### src/touch_pad_zone_classifier_defines.svh
// ----------------------------------------------------------------------------
// touch pad zone classifier assertion macros
// shared concurrent assertion forms, compiled out when ASSERT_OFF is set
// ----------------------------------------------------------------------------
`ifndef TOUCH_PAD_ZONE_CLASSIFIER_DEFINES_SVH
`define TOUCH_PAD_ZONE_CLASSIFIER_DEFINES_SVH

`ifndef ASSERT_OFF

// same-cycle implication
`define TPZC_ASSERT_IMPL(label, ck, rn, ante, cons, msg) \
    label: assert property (@(posedge ck) disable iff (!rn) (ante) |-> (cons)) \
        else $error(msg);

// next-cycle implication
`define TPZC_ASSERT_NEXT(label, ck, rn, ante, cons, msg) \
    label: assert property (@(posedge ck) disable iff (!rn) (ante) |=> (cons)) \
        else $error(msg);

`else

`define TPZC_ASSERT_IMPL(label, ck, rn, ante, cons, msg)

`define TPZC_ASSERT_NEXT(label, ck, rn, ante, cons, msg)

`endif

`endif

### src/tpzc_pkg.sv
// ----------------------------------------------------------------------------
// tpzc_pkg
// widths, pad geometry table and shared types of the touch pad classifier
// ----------------------------------------------------------------------------
`timescale 1ns / 1ps

package tpzc_pkg;

    localparam int PAD_COUNT  = 14;
    localparam int TABLE_PADS = 14;
    localparam int CELL_COUNT = ((PAD_COUNT < TABLE_PADS) ? PAD_COUNT : TABLE_PADS) - 1;

    localparam int COORD_W = 10;
    localparam int IDX_W   = 4;
    localparam int NOTE_W  = 7;
    localparam int CFG_W   = 1;
    localparam int OFF_W   = 9;
    localparam int D_W     = 12;
    localparam int CD_W    = 11;
    localparam int SQ_W    = 21;
    localparam int R2_W    = 12;
    localparam int NUM_W   = 34;
    localparam int DEN_W   = 24;
    localparam int PROD_W  = 2 * DEN_W;

    localparam logic [COORD_W-1:0] CENTER_RESET = COORD_W'(233);
    localparam logic [SQ_W-1:0]    CENTER_R2    = SQ_W'(72 * 72);

    // register indexes
    localparam logic [CFG_W-1:0] CFG_CENTER_X = 1'b0;
    localparam logic [CFG_W-1:0] CFG_CENTER_Y = 1'b1;

    // one touch travelling down the chain with its running best match
    typedef struct packed {
        logic [COORD_W-1:0] tx;
        logic [COORD_W-1:0] ty;
        logic [COORD_W-1:0] cx;
        logic [COORD_W-1:0] cy;
        logic               center;
        logic               best_valid;
        logic [IDX_W-1:0]   best_idx;
        logic [DEN_W-1:0]   best_num;
        logic [DEN_W-1:0]   best_den;
    } tpzc_item_t;

    typedef struct packed {
        logic              hit;
        logic [IDX_W-1:0]  pad_index;
        logic [NOTE_W-1:0] midi_note;
    } tpzc_result_t;

    function automatic logic signed [OFF_W-1:0] pad_off_x(input logic [IDX_W-1:0] idx);
        logic signed [OFF_W-1:0] v;
        case (idx)
            4'd1:    v = -9'sd86;
            4'd2:    v = -9'sd54;
            4'd3:    v = 9'sd19;
            4'd4:    v = 9'sd77;
            4'd5:    v = 9'sd77;
            4'd6:    v = 9'sd19;
            4'd7:    v = -9'sd54;
            4'd8:    v = -9'sd133;
            4'd9:    v = -9'sd10;
            4'd10:   v = 9'sd122;
            4'd11:   v = 9'sd133;
            4'd12:   v = 9'sd10;
            4'd13:   v = -9'sd122;
            default: v = 9'sd0;
        endcase
        return v;
    endfunction

    function automatic logic signed [OFF_W-1:0] pad_off_y(input logic [IDX_W-1:0] idx);
        logic signed [OFF_W-1:0] v;
        case (idx)
            4'd1:    v = 9'sd0;
            4'd2:    v = -9'sd66;
            4'd3:    v = -9'sd83;
            4'd4:    v = -9'sd37;
            4'd5:    v = 9'sd37;
            4'd6:    v = 9'sd83;
            4'd7:    v = 9'sd66;
            4'd8:    v = -9'sd64;
            4'd9:    v = -9'sd147;
            4'd10:   v = -9'sd82;
            4'd11:   v = 9'sd64;
            4'd12:   v = 9'sd147;
            4'd13:   v = 9'sd82;
            default: v = 9'sd0;
        endcase
        return v;
    endfunction

    // squared semi-axes: inner ring 48 x 62, outer ring 45 x 56
    function automatic logic [R2_W-1:0] pad_rx2(input logic [IDX_W-1:0] idx);
        logic [R2_W-1:0] v;
        case (idx) inside
            [4'd1:4'd7]:  v = R2_W'(48 * 48);
            [4'd8:4'd13]: v = R2_W'(45 * 45);
            default:      v = R2_W'(68 * 68);
        endcase
        return v;
    endfunction

    function automatic logic [R2_W-1:0] pad_ry2(input logic [IDX_W-1:0] idx);
        logic [R2_W-1:0] v;
        case (idx) inside
            [4'd1:4'd7]:  v = R2_W'(62 * 62);
            [4'd8:4'd13]: v = R2_W'(56 * 56);
            default:      v = R2_W'(68 * 68);
        endcase
        return v;
    endfunction

    function automatic logic [NOTE_W-1:0] pad_note(input logic [IDX_W-1:0] idx);
        logic [NOTE_W-1:0] v;
        case (idx)
            4'd0:    v = 7'd50;
            4'd1:    v = 7'd57;
            4'd2:    v = 7'd58;
            4'd3:    v = 7'd60;
            4'd4:    v = 7'd62;
            4'd5:    v = 7'd64;
            4'd6:    v = 7'd65;
            4'd7:    v = 7'd67;
            4'd8:    v = 7'd69;
            4'd9:    v = 7'd72;
            4'd10:   v = 7'd74;
            4'd11:   v = 7'd76;
            4'd12:   v = 7'd77;
            4'd13:   v = 7'd81;
            default: v = 7'd0;
        endcase
        return v;
    endfunction

endpackage

### src/tpzc_head.sv
// ----------------------------------------------------------------------------
// tpzc_head
// center disc test ahead of the pad cell chain
// ----------------------------------------------------------------------------
`timescale 1ns / 1ps

module tpzc_head (
    input  logic                         clk,
    input  logic                         rst_n,
    input  logic                         en,
    input  logic                         valid_i,
    input  logic [tpzc_pkg::COORD_W-1:0] tx,
    input  logic [tpzc_pkg::COORD_W-1:0] ty,
    input  logic [tpzc_pkg::COORD_W-1:0] cx,
    input  logic [tpzc_pkg::COORD_W-1:0] cy,
    output logic                         valid_o,
    output tpzc_pkg::tpzc_item_t         item_o
);
    import tpzc_pkg::*;

    logic signed [CD_W-1:0]   cdx;
    logic signed [CD_W-1:0]   cdy;
    logic signed [2*CD_W-1:0] cdx_sq;
    logic signed [2*CD_W-1:0] cdy_sq;

    logic               h1_valid_reg;
    logic [COORD_W-1:0] h1_tx_reg;
    logic [COORD_W-1:0] h1_ty_reg;
    logic [COORD_W-1:0] h1_cx_reg;
    logic [COORD_W-1:0] h1_cy_reg;
    logic [SQ_W-1:0]    h1_cdx2_reg;
    logic [SQ_W-1:0]    h1_cdy2_reg;

    logic               valid_reg;
    tpzc_item_t         item_reg;
    tpzc_item_t         item_next;
    logic [SQ_W-1:0]    dist2;

    // offset from the layout center, squared
    always_comb
    begin
        cdx    = signed'({1'b0, tx}) - signed'({1'b0, cx});
        cdy    = signed'({1'b0, ty}) - signed'({1'b0, cy});
        cdx_sq = cdx * cdx;
        cdy_sq = cdy * cdy;
    end

    always_ff @(posedge clk or negedge rst_n)
    begin
        if (!rst_n)
        begin
            h1_valid_reg <= 1'b0;
            valid_reg    <= 1'b0;
        end
        else if (en)
        begin
            h1_valid_reg <= valid_i;
            valid_reg    <= h1_valid_reg;
        end
    end

    always_ff @(posedge clk)
    begin
        if (en)
        begin
            h1_tx_reg   <= tx;
            h1_ty_reg   <= ty;
            h1_cx_reg   <= cx;
            h1_cy_reg   <= cy;
            h1_cdx2_reg <= cdx_sq[SQ_W-1:0];
            h1_cdy2_reg <= cdy_sq[SQ_W-1:0];
            item_reg    <= item_next;
        end
    end

    // boundary counts as inside the disc
    always_comb
    begin
        dist2               = h1_cdx2_reg + h1_cdy2_reg;
        item_next.tx        = h1_tx_reg;
        item_next.ty        = h1_ty_reg;
        item_next.cx        = h1_cx_reg;
        item_next.cy        = h1_cy_reg;
        item_next.center    = (dist2 <= CENTER_R2);
        item_next.best_valid = item_next.center;
        item_next.best_idx  = '0;
        item_next.best_num  = '0;
        item_next.best_den  = '0;
    end

    assign valid_o = valid_reg;
    assign item_o  = item_reg;

endmodule

### config.mk
export PLATFORM = sky130hd
export DESIGN_NAME = tpzc_head
export DESIGN_NICKNAME = d
export VERILOG_FILES = /design/src/touch_pad_zone_classifier_defines.svh /design/src/tpzc_pkg.sv /design/src/tpzc_head.sv
export SDC_FILE = /design/constraint.sdc
export NUM_CORES = 1
export LEC_CHECK = 0
export BUFFER_PORTS_ARGS = -buffer_cell sky130_fd_sc_hd__buf_2
export CORE_MARGIN = 2
export CORE_UTILIZATION = 33
export CTS_CLUSTER_DIAMETER = 100
export DETAILED_ROUTE_END_ITERATION = 6
export HOLD_SLACK_MARGIN = 0.03
export PLACE_DENSITY = 0.55
export SKIP_CTS_REPAIR_TIMING = 1
export SLEW_MARGIN = 20
export SYNTH_ARGS = -nofsm -noshare
export SYNTH_HDL_FRONTEND = slang
export SYNTH_SLANG_ARGS = --single-unit
### constraint.sdc
create_clock -name clk -period 3.1 [get_ports clk]
set_input_delay 0.62 -clock clk [delete_from_list [all_inputs] [get_ports clk]]
set_output_delay 0.62 -clock clk [all_outputs]
set_load 0.03 [all_outputs]
# == Word-level counts from Yosys, hierarchy flattened ==
# Index checks and enable logic that the tools add are counted.
# Widths: inputs -> output; s select.
# word_totals
inputBits,44
word_cells,19
out_inout_bits,95
ff_bits,125
# classes
order_cmp,1
mul,2
add_sub_neg,3
# ops
operator,count
$mul 11x11->21,2
$sub 10x10->11,2
$add 21x21->21,1
$le 21x13->1 const B,1

# == Longest topological paths before layout ==
# Gate-level depths: netlist of the first run.
# logic_depth
depth_word,2
depth_mapped,31
ltp_nobuf,30

# == Worst setup path after synthesis of the first run ==
# Ideal clock, no wire load.
# synth_timing
path_type,input to register
startpoint,input ty[0] in the netlist's numbering
endpoint,"register h1_cdy2_reg[19], data pin"
cell_stages,29
setup_ns,0.258
path_buffers,1
path_slack_ns,-3.861
arrival_ns,6.704
required_ns,2.842
cell_sequence,inv_1 -> ha_1 -> fa_1 -> nor2b_1 -> o21ai_1 -> a21boi_0 -> o21ai_1 -> a21oi_1 -> a21o_1 -> a21o_1 -> buf_2 -> clkinv_1 -> nand2_1 -> fa_1 -> inv_1 -> fa_1 -> fa_1 -> fa_1 -> inv_1 -> fa_1 -> inv_1 -> ha_1 -> and2_1 -> a31oi_1 -> o21ai_0 -> o211ai_1 -> o2111ai_1 -> a21oi_1 -> xnor2_1
# synth_between
elab_chain_len,2
# synth_rtl
item,line_no,text
"start, declared",tpzc_head.sv:13,"input logic [tpzc_pkg::COORD_W-1:0] ty,"
$sub 10x10->11,tpzc_head.sv:43,"cdy = signed'({1'b0, ty}) - signed'({1'b0, cy});"
$mul 11x11->21,tpzc_head.sv:45,cdy_sq = cdy * cdy;
named net cdy_sq[19],tpzc_head.sv:24,logic signed [2*CD_W-1:0] cdy_sq;
"end signal, assigned",tpzc_head.sv:71,h1_cdy2_reg <= cdy_sq[SQ_W-1:0];
"end, declared",tpzc_head.sv:32,logic [SQ_W-1:0] h1_cdy2_reg;
# The timed path passes the listed nets, and every way through them passes these cells.
# A chain may end at the register's enable or synchronous reset.

# == Worst setup path in the final report of the first run ==
# layout_timing
startpoint,input cx[1] in the netlist's numbering
endpoint,"register h1_cdx2_reg[20], data pin"
# layout_between
elab_chain_len,2
# layout_rtl
item,line_no,text
"start, declared",tpzc_head.sv:14,"input logic [tpzc_pkg::COORD_W-1:0] cx,"
$sub 10x10->11,tpzc_head.sv:42,"cdx = signed'({1'b0, tx}) - signed'({1'b0, cx});"
$mul 11x11->21,tpzc_head.sv:44,cdx_sq = cdx * cdx;
named net cdx_sq[20],tpzc_head.sv:23,logic signed [2*CD_W-1:0] cdx_sq;
"end signal, assigned",tpzc_head.sv:70,h1_cdx2_reg <= cdx_sq[SQ_W-1:0];
"end, declared",tpzc_head.sv:31,logic [SQ_W-1:0] h1_cdx2_reg;
# The timed path passes the listed nets, and every way through them passes these cells.

==> summary.txt, run 1 <==
Status
  • Status: complete, but fails checks
  • Failing checks: negative setup slack

Worst setup path
  • Reg2reg start: h1_cdx2_reg[3]
  • R2r setup slk: 0.24 ns
  • CP required: 3.29 ns
  • Crit end category: flop
  • Reg-to-Reg End: item_o[52]
  • Critical path type: in -> reg
  • Data arrival, critical path: ~6.5 ns
  • Crit path from: cx[1]
  • Worst setup SP type: input pin
  • Worst Setup EP: h1_cdx2_reg[20]
  • Slowest cell on crit path: fa_1
  • Crit Path Max Fanout: 4
  • Most common cell type on the critical path: fa_1
  • Worst reg-to-reg path cell count: 9
  • CP peak stage delay: 0.53 ns

Clocking
  • TritonCTS Buffers: 17
  • CTS max path bufs: 2
  • Insertion delay to the later sink of the worst-skew pair: 0.44 ns
  • CTS tree: done
  • Worst-path clk slew: 0.06 ns
  • Clk root buf: clkbuf_16
  • # H-tree levels: 4
  • CTS sink count: roughly 120

Cells and area
  • Area occupied by multi-input gates: between 9000 and 10000 sq um
  • Ratio of cells with drive above 1 in the final layout: 39.0%
  • Flip-flop and latch area: 3680 sq um
  • Area delta synth->final: 40.3%
  • Fill cell count: between 3000 and 4000
  • Antenna diodes: 0
  • Final net count: 2080
  • Number of flip-flops in the largest register: just over 40

Synth
  • Share of the synthesized area in the top cell type: 29.2%
  • Seq cells post-synth: between 100 and 150
  • Count leader, synth: inv_1
  • Syn Std Cell Area: 13700 sq um
  • Top cells by instance count after synthesis: inv_1 (300), fa_1 (199), ha_1 (123)
  • Avg Cell Area, Syn: 10.5 sq um
  • Sequential area share after synthesis: a little over a quarter
  • Primary FF master, synth: edfxtp_1
  • Top cells by area, synth: fa_1 (29%), edfxtp_1 (27%), ha_1 (11%), inv_1 (8.2%), xnor2_1 (3.0%)
  • Simple-gate area share of the yosys netlist: 8.60%
  • Synth Area in XOR/XNOR: 4.37%
  • Synth cell types: 63
  • Async set-reset flop share out of synthesis: ~1.6%
  • Cell count after synthesis: approximately 1300
  • Post-Synth Adder-Cell Area: between 40 and 50%
  • Multiplexer share of the synthesized area: 0.385%
  • Compound-Gate Fraction of Synth Area: 7.62%
  • Post-synth EDFFs: 121
  • Synth area leader: fa_1
  • Largest family of logic cells by synthesized area: adder cells
  • Syn. warnings: 0

STA
  • Clock Skews: roughly 0.0054 ns
  • Worst-margin pin slew: 0.569 ns
  • Fin crit share: 205%
  • Fmax: 0.158 GHz
  • Worst slew margin: between 60% and 70%
  • Post-route minimum period: 6.35 ns
  • Final hold viol count: 0
  • Worst setup margin: -3.25 ns
  • RSZ-0062 raised after global routing: yes
  • Final setup fails: 32
  • Final Max Tran Viols: 0

Drt
  • Routed len/inst: 12.8 um
  • Number of DRC markers in iteration 0: 326
  • Via count: 9994
  • Vias per cell: around 4.4
  • DRC viols: 0
  • Post-DRT Antenna Nets: 0
  • 1st-pass router iterations: 5
  • Final WL: between 20000 and 30000 um

Min path
  • Min-delay worst type: in -> reg

Die
  • Die width: 207 um
  • Initial Util: 33.4%
  • CORE AREA: 40800 sq um
  • Die area: 43000 sq um
  • Ports: 139
  • Num rows: 74
  • Die Span Y: 207 um

Placed design
  • HPWL after DPL: around 23000 um
  • Placer Congestion: roughly 0.85
  • Pre-CTS setup slack: -3.82 ns
  • Port bufs: 86

Global routing
  • Initial antenna violation count: 0
  • Global-route wire length before repair: 48400 um
  • Gr usage total: 13.8%
  • Vias in the first global route: around 10000
  • Largest net degree at the start of global routing: 42
  • Congestion Overflow GR: 0

Run
  • Max Cap Viol: 0
worst min path at each step:
stage | cells after the start | slack [ns] | start | end
2_1_floorplan | 0 | 0.32 | rst_n | h1_valid_reg
3_3_place_gp | 1 | 0.40 | rst_n | valid_o
3_5_place_dp | 0 | 0.40 | h1_cx_reg[1] | item_o[65]
4_1_cts | 1 | -0.07 | rst_n | h1_valid_reg
5_1_grt | 1 | 0.35 | cy[0] | h1_cy_reg[0]
6_report | 1 | 0.37 | cy[0] | h1_cy_reg[0]
layer usage:
layer  GRT usage (%)  wire length (um)
met1            18.8             13100
met2            22.5             14400
met3            2.68               949
met4            3.72               380
met5               0                 0
layout by cell type, fill, tap and decap left out, drive strengths merged, types with 6 or more instances in the layout:
cell type  synthesis  final
a211oi            11     11
a21boi             7      7
a21o              12     12
a21oi             34     34
a31oi             11     11
buf               55    407
clkbuf             6     18
clkinv             4     11
conb               1     52
edfxtp           121    121
fa               199    199
ha               123    123
inv              302    302
nand2             71     71
nand2b            11     11
nand3              9      9
nor2             107    107
nor2b             13     13
nor3              10     10
o211ai             6      6
o21a              14     14
o21ai             35     35
or2                9      9
or3               10     10
xnor2             48     48
xor2              18     18
worst max-delay path, delay by kind of cell:
kind | cells | cell delay, ns
AND/OR/NAND/NOR | 4 | 0.71
AO/OA/AOI/OAI | 8 | 1.68
XOR/XNOR | 1 | 0.07
buffers and inverters | 6 | 0.58
adder cells (fa/ha/maj) | 7 | 2.86
cell type report:
class                      instances  share of cell area, %
clock inverter                    14                   1.05
clock buffer                      18                   2.24
inverter                         306                   6.45
timing repair buffer             408                   16.5
sequential                       123                   19.2
tap                              532                   3.47
multi-input combinational        858                   51.0
cell families (layout without fill, tap and decap cells):
family          Yosys count  after routing
buf+inv                 367            746
fa+ha+maj               322            322
simple gates            259            259
compound gates          154            154
flops                   123            123
xor+xnor                 66             66
mux                       5              5
other cells               1             52
metrics by stage:
step / util (%) / std cells / TNS (ns) / hold slack [ns] / instance area [sq um]
2_1_floorplan: - / 1348 / -86.35 / 0.324 / 14300
3_3_place_gp: 41.9 / 2175 / -102.06 / 0.402 / 17100
3_5_place_dp: 41.9 / 2175 / -103.24 / 0.405 / 17100
4_1_cts: 43.4 / 2207 / -87.13 / -0.0671 / 17700
5_1_grt: 46.9 / 2259 / -88.93 / 0.349 / 19200
6_report: 46.9 / 2259 / -81.82 / 0.368 / 19200
Power of run 1 is not shown: default switching activity piles up to over one toggle a cycle in this logic, so the estimate is an artifact.
==> run 2: changes to the inputs <==
- CORE_ASPECT_RATIO: not set -> 0.5
- CORE_UTILIZATION: 33 -> 45
- PLACE_DENSITY: 0.55 -> 0.69
==> summary.txt, run 2 (synthesized netlist as in run 1, its figures left out) <==
Status
  • Status: complete, but fails checks
  • Failing checks: negative setup slack

Global routing
  • GRT met2 Usage: 33.9% (+11 points)
  • Vias in the first global route: 10500 (+1.7%)
  • Congestion Overflow GR: 0 (unchanged)
  • Global-route wire length before repair: 49500 um (+2.4%)
  • M3 GR Usage: 3.99% (+1.3 points)
  • Largest net degree at the start of global routing: 57 (+36%)
  • Most Used Layer, Global Route: met2
  • Met1 GRT Util: 25.0% (+6.2 points)
  • Initial antenna violation count: 0 (unchanged)
  • Gr usage total: 19.4% (+5.6 points)

Cells and area
  • Final net count: 2050 (-1.4%)
  • Non-filler instance count after layout: 2095 (-7.3%)
  • Number of flip-flops in the largest register: 41 (unchanged)
  • Most frequent cells in the layout: buf_4 (267), inv_1 (260), fa_1 (188)
  • Antenna diodes: 0 (unchanged)
  • Ratio of cells with drive above 1 in the final layout: 36.3% (-2.7 points)
  • Area delta synth->final: 34.2%
  • Fill cell count: 2409 (-36%)
  • Commonest non-fill, non-tap cell in the layout: buf_4

Drt
  • DRC viols: 0 (unchanged)
  • Final WL: 30300 um (+5.1%)
  • 1st-pass router iterations: 5 (unchanged)
  • Via count: 9901 (-0.93%)
  • Post-DRT Antenna Nets: 0 (unchanged)
  • Number of DRC markers in iteration 0: 390 (+20%)
  • Vias per cell: 4.73 (+6.8%)
  • Routed len/inst: 14.5 um (+13%)

Die
  • Die Span Y: 127 um (-39%)
  • Die width: 250 um (+21%)
  • Num rows: 45 (-39%)
  • Initial Util: 45.4% (+12 points)
  • Die area: 31800 sq um (-26%)
  • CORE AREA: 30100 sq um (-26%)
  • Ports: 139 (unchanged)

STA
  • Post-route minimum period: 6.42 ns (+0.0744 ns)
  • Clock Skews: 0.00888 ns (+0.00351 ns)
  • Worst-margin pin slew: 0.783 ns (+0.214 ns)
  • Final Max Tran Viols: 0 (unchanged)
  • RSZ-0062 raised after global routing: yes
  • Worst slew margin: 47.8% (-14 points)
  • Fmax: 0.156 GHz (-1.2%)
  • Worst setup margin: -3.32 ns (-0.0744 ns)
  • Fin crit share: 207% (+2.4 points)
  • Final setup fails: 32 (unchanged)
  • Worst hold slack: 0.357 ns (-0.0115 ns)
  • Final hold viol count: 0 (unchanged)

Worst setup path
  • Crit Path Max Fanout: 4 (unchanged)
  • Crit end category: flop
  • Data arrival, critical path: 6.61 ns (+0.07 ns)
  • CP required: 3.29 ns (about the same)
  • Reg2reg start: h1_cdx2_reg[3]
  • Critical path type: in -> reg
  • Worst setup SP type: input pin
  • Crit path from: cx[1]

Placed design
  • Port bufs: 86 (unchanged)
  • Placer Congestion: 0.878 (+3.3%)
  • Placed Cells: 2022 (-7.0%)
  • HPWL after DPL: 24000 um (+4.3%)

Min path
  • HP Start: cx[1]
  • Min-delay worst type: in -> reg

Clocking
  • TritonCTS Buffers: 17 (unchanged)
  • Worst-path clk slew: 0.06 ns (about the same)
  • # H-tree levels: 4 (unchanged)
  • CTS sink count: 123 (unchanged)
  • CTS max path bufs: 2 (unchanged)
  • Insertion delay to the later sink of the worst-skew pair: 0.44 ns (about the same)
  • CTS tree: done
  • Clk root buf: clkbuf_16

Run
  • Max Cap Viol: 0 (unchanged)
run 2: cell count changes in the layout (fill, tap and decap cells not counted), sizes merged:
| cell | previous run | this run |
|---|---|---|
| buf | 407 | 377 |
| bufinv | 5 | 3 |
| clkinv | 11 | 9 |
| clkinvlp | 2 | 4 |
| inv | 302 | 303 |
run 2: through the flow:
| stage | TNS, ns | cell area [sq um] | util (%) | setup WS, ns |
|---|---|---|---|---|
| after global placement | -102.93 | 16700 | 55.6 | -3.83 |
| after global routing | -90.55 | 18300 | 60.9 | -3.54 |
| after floorplan | -86.35 | 14300 | - | -3.45 |
| final | -84.51 | 18300 | 60.9 | -3.32 |
| after detailed placement | -104.62 | 16700 | 55.6 | -3.94 |
| after CTS | -89.03 | 17300 | 57.5 | -3.46 |
run 2: per-layer routing:
metal  wire length (um)  up-vias
met2              15300      200
met1              13300     4854
met3               1250       40
met5                  0        -
met4                469        0
li1                   -     4807
run 2: worst paths after layout:
| path | endpoint | slack (ns) | cells past startpoint |
|---|---|---|---|
| worst max register to register | item_o[52] | 0.21 | 9 |
| worst min register to register | item_o[70] | 0.42 | 0 |
| worst max-delay path | h1_cdx2_reg[19] | -3.32 | 28 |
| min in group asynchronous | valid_o | 0.51 | 2 |
| max in group asynchronous | h1_valid_reg | 2.50 | 2 |
| worst min-delay path | h1_cx_reg[1] | 0.36 | 1 |
run 2: cell type report:
class                   count  area [sq um]  area share, %
clock inverters            13           153          0.833
inverters                 306          1210           6.60
well taps                 399           499           2.72
multi-input cells         858          9550           52.1
clock buffers              18           429           2.34
flip-flops and latches    123          3680           20.1
repair buffers            378          2800           15.3
run 2: worst max-delay path, cell delays in order:
cell and delay, ns:
buf_8 0.10, inv_4 0.05, ha_4 0.19, nor2b_4 0.12, o21ai_2 0.17, a21boi_2 0.09, o31a_1 0.34, o21a_1 0.22
o311ai_4 0.35, buf_4 0.18, buf_6 0.09, nand2_4 0.06, fa_1 0.55, inv_2 0.05, fa_1 0.56, fa_1 0.45
fa_1 0.54, inv_2 0.05, fa_1 0.51, inv_2 0.05, ha_4 0.26, buf_6 0.10, and3_4 0.19, o311ai_4 0.08
a31o_2 0.23, o211ai_1 0.18, a21oi_1 0.10, xnor2_1 0.13
Power of run 2 is left out for the same reason.
==> run 3: changes to the inputs <==
- ABC_AREA: not set -> 0
- CTS_CLUSTER_SIZE: not set -> 28
- clock period: 3.1 -> 7.5 ns (I/O delays scaled with it)
==> summary.txt, run 3 (synthesized netlist as in run 1, its figures left out) <==
Status
  • Status: complete, no violations

Die
  • Initial Util: 45.4% (unchanged)
  • Ports: 139 (unchanged)
  • Die area: 31800 sq um (unchanged)
  • Num rows: 45 (unchanged)
  • Die Span Y: 127 um (unchanged)
  • Die width: 250 um (unchanged)
  • CORE AREA: 30100 sq um (unchanged)

Worst setup path
  • Worst Path Buf+Inv: 7 (-1)
  • Reg-to-Reg End: item_o[52]
  • Worst reg-to-reg path cell count: 9 (unchanged)
  • Crit path from: tx[0]
  • Crit end category: flop
  • Top cell family by delay on the critical path: adder cells
  • CP required: 7.69 ns (+4.40 ns)
  • R2r setup slk: 4.32 ns (+4.11 ns)
  • Worst setup SP type: input pin
  • Slowest cell on crit path: fa_1
  • CP Depth: 28 (unchanged)
  • Worst Setup EP: h1_cdx2_reg[19]
  • Reg2reg start: h1_cdx2_reg[3]
  • Critical path type: in -> reg
  • CP peak stage delay: 0.55 ns (about the same)
  • Data arrival, critical path: 7.48 ns (+0.87 ns)
  • Crit Path Max Fanout: 4 (unchanged)

Placed design
  • Area after DPL: 15600 sq um (-6.4%)
  • HPWL after DPL: 22700 um (-5.4%)
  • Placer Congestion: 0.931 (+6.1%)
  • Port bufs: 86 (unchanged)

Cells and area
  • Area delta synth->final: 21.3%
  • Final instance area: 16600 sq um (-9.6%)
  • Most frequent cells in the layout: inv_1 (296), fa_1 (197), buf_4 (165)
  • Number of flip-flops in the largest register: 41 (unchanged)
  • Antenna diodes: 0 (unchanged)
  • Commonest non-fill, non-tap cell in the layout: inv_1
  • Flip-flop and latch area: 3680 sq um (unchanged)
  • Area occupied by multi-input gates: 8890 sq um (-6.9%)
  • Ratio of cells with drive above 1 in the final layout: 23.5% (-13 points)
  • Fill cell count: 2585 (+7.3%)
  • Final net count: 1923 (-6.2%)

Clocking
  • TritonCTS Buffers: 17 (unchanged)
  • CTS max path bufs: 2 (unchanged)
  • CTS tree: done
  • CTS sink count: 123 (unchanged)
  • Clk root buf: clkbuf_16
  • Insertion delay to the later sink of the worst-skew pair: 0.45 ns (about the same)
  • # H-tree levels: 4 (unchanged)
  • Worst-path clk slew: 0.06 ns (about the same)

Drt
  • DRC viols: 0 (unchanged)
  • Post-DRT Antenna Nets: 0 (unchanged)
  • 1st-pass router iterations: 5 (unchanged)
  • Vias per cell: 4.81 (+1.7%)
  • DRT met1 WL: 12800 um (-3.4%)
  • Final WL: 28300 um (-6.5%)
  • Routed len/inst: 14.4 um (-0.53%)
  • Routed met2 length: 14000 um (-8.7%)
  • WL met3: 1110 um (-11%)
  • Highest Signal Layer: met4
  • Via count: 9465 (-4.4%)
  • Number of DRC markers in iteration 0: 454 (+16%)

Global routing
  • Global-route wire length before repair: 47600 um (-4.0%)
  • Initial antenna violation count: 0 (unchanged)
  • Congestion Overflow GR: 0 (unchanged)
  • Largest net degree at the start of global routing: 78 (+37%)
  • Vias in the first global route: 9931 (-5.0%)
  • Gr usage total: 18.7% (-0.74 points)

STA
  • RSZ-0062 raised after global routing: yes
  • Worst slew margin: 35.9% (-12 points)
  • Final setup fails: 0 (-100%)
  • Fmax: 0.137 GHz
  • Clock Skews: 0.00790 ns (-0.000972 ns)
  • Fin crit share: 97.1%
  • Final Max Tran Viols: 0 (unchanged)
  • Post-route minimum period: 7.28 ns
  • Final hold viol count: 0 (unchanged)
  • Worst-margin pin slew: 0.962 ns (+0.178 ns)

Min path
  • Min-delay worst type: reg -> reg

Run
  • Max Cap Viol: 0 (unchanged)
==> run 3: cell count changes in the layout (fill, tap and decap cells not counted), moves of 7 or more <==
cell | previous run | this run
buf_4 | 267 | 165
inv_1 | 260 | 296
inv_2 | 38 | 6
buf_6 | 25 | 0
ha_1 | 94 | 114
ha_4 | 24 | 5
nand2_1 | 52 | 65
nor2_1 | 87 | 99
fa_1 | 188 | 197
fa_2 | 11 | 2
nand2_4 | 8 | 1
==> run 3: area by class of cell <==
class,count,area share [%]
Inverter,306,7.00
Multi-Input combinational cell,858,53.7
Timing Repair Buffer,251,10.2
Clock buffer,18,2.59
Clock inverter,14,1.32
Sequential cell,123,22.2
Tap cell,399,3.01
==> run 3: routing by layer <==
layer	vias up	global-route usage (%)
li1	4538	-
met3	33	3.14
met4	0	4.83
met2	216	31.9
met1	4678	25.0
met5	-	0
==> run 3: worst min-delay path by stage <==
stage,end,from,depth (start not counted)
CTS,item_o[91],h1_tx_reg[7],0
global placement,item_o[70],h1_cx_reg[6],0
detailed placement,item_o[72],h1_cx_reg[8],0
floorplan,item_o[54],h1_cy_reg[0],0
finish,item_o[91],h1_tx_reg[7],0
global route,item_o[90],h1_tx_reg[6],0
==> run 3: per-stage QoR <==
step | util (%) | setup slack (ns) | TNS [ns] | hold slack [ns] | std cells
floorplan | - | 0.000639 | 0 | 0.400 | 1348
global placement | 52.0 | -0.380 | -2.69 | 0.401 | 1930
detailed placement | 52.0 | -0.485 | -3.85 | 0.405 | 1930
CTS | 54.2 | -0.0707 | -0.140 | 0.417 | 1962
global route | 55.1 | -0.0368 | -0.127 | 0.421 | 1969
finish | 55.1 | 0.216 | 0 | 0.415 | 1969
Power of run 3 is left out for the same reason.
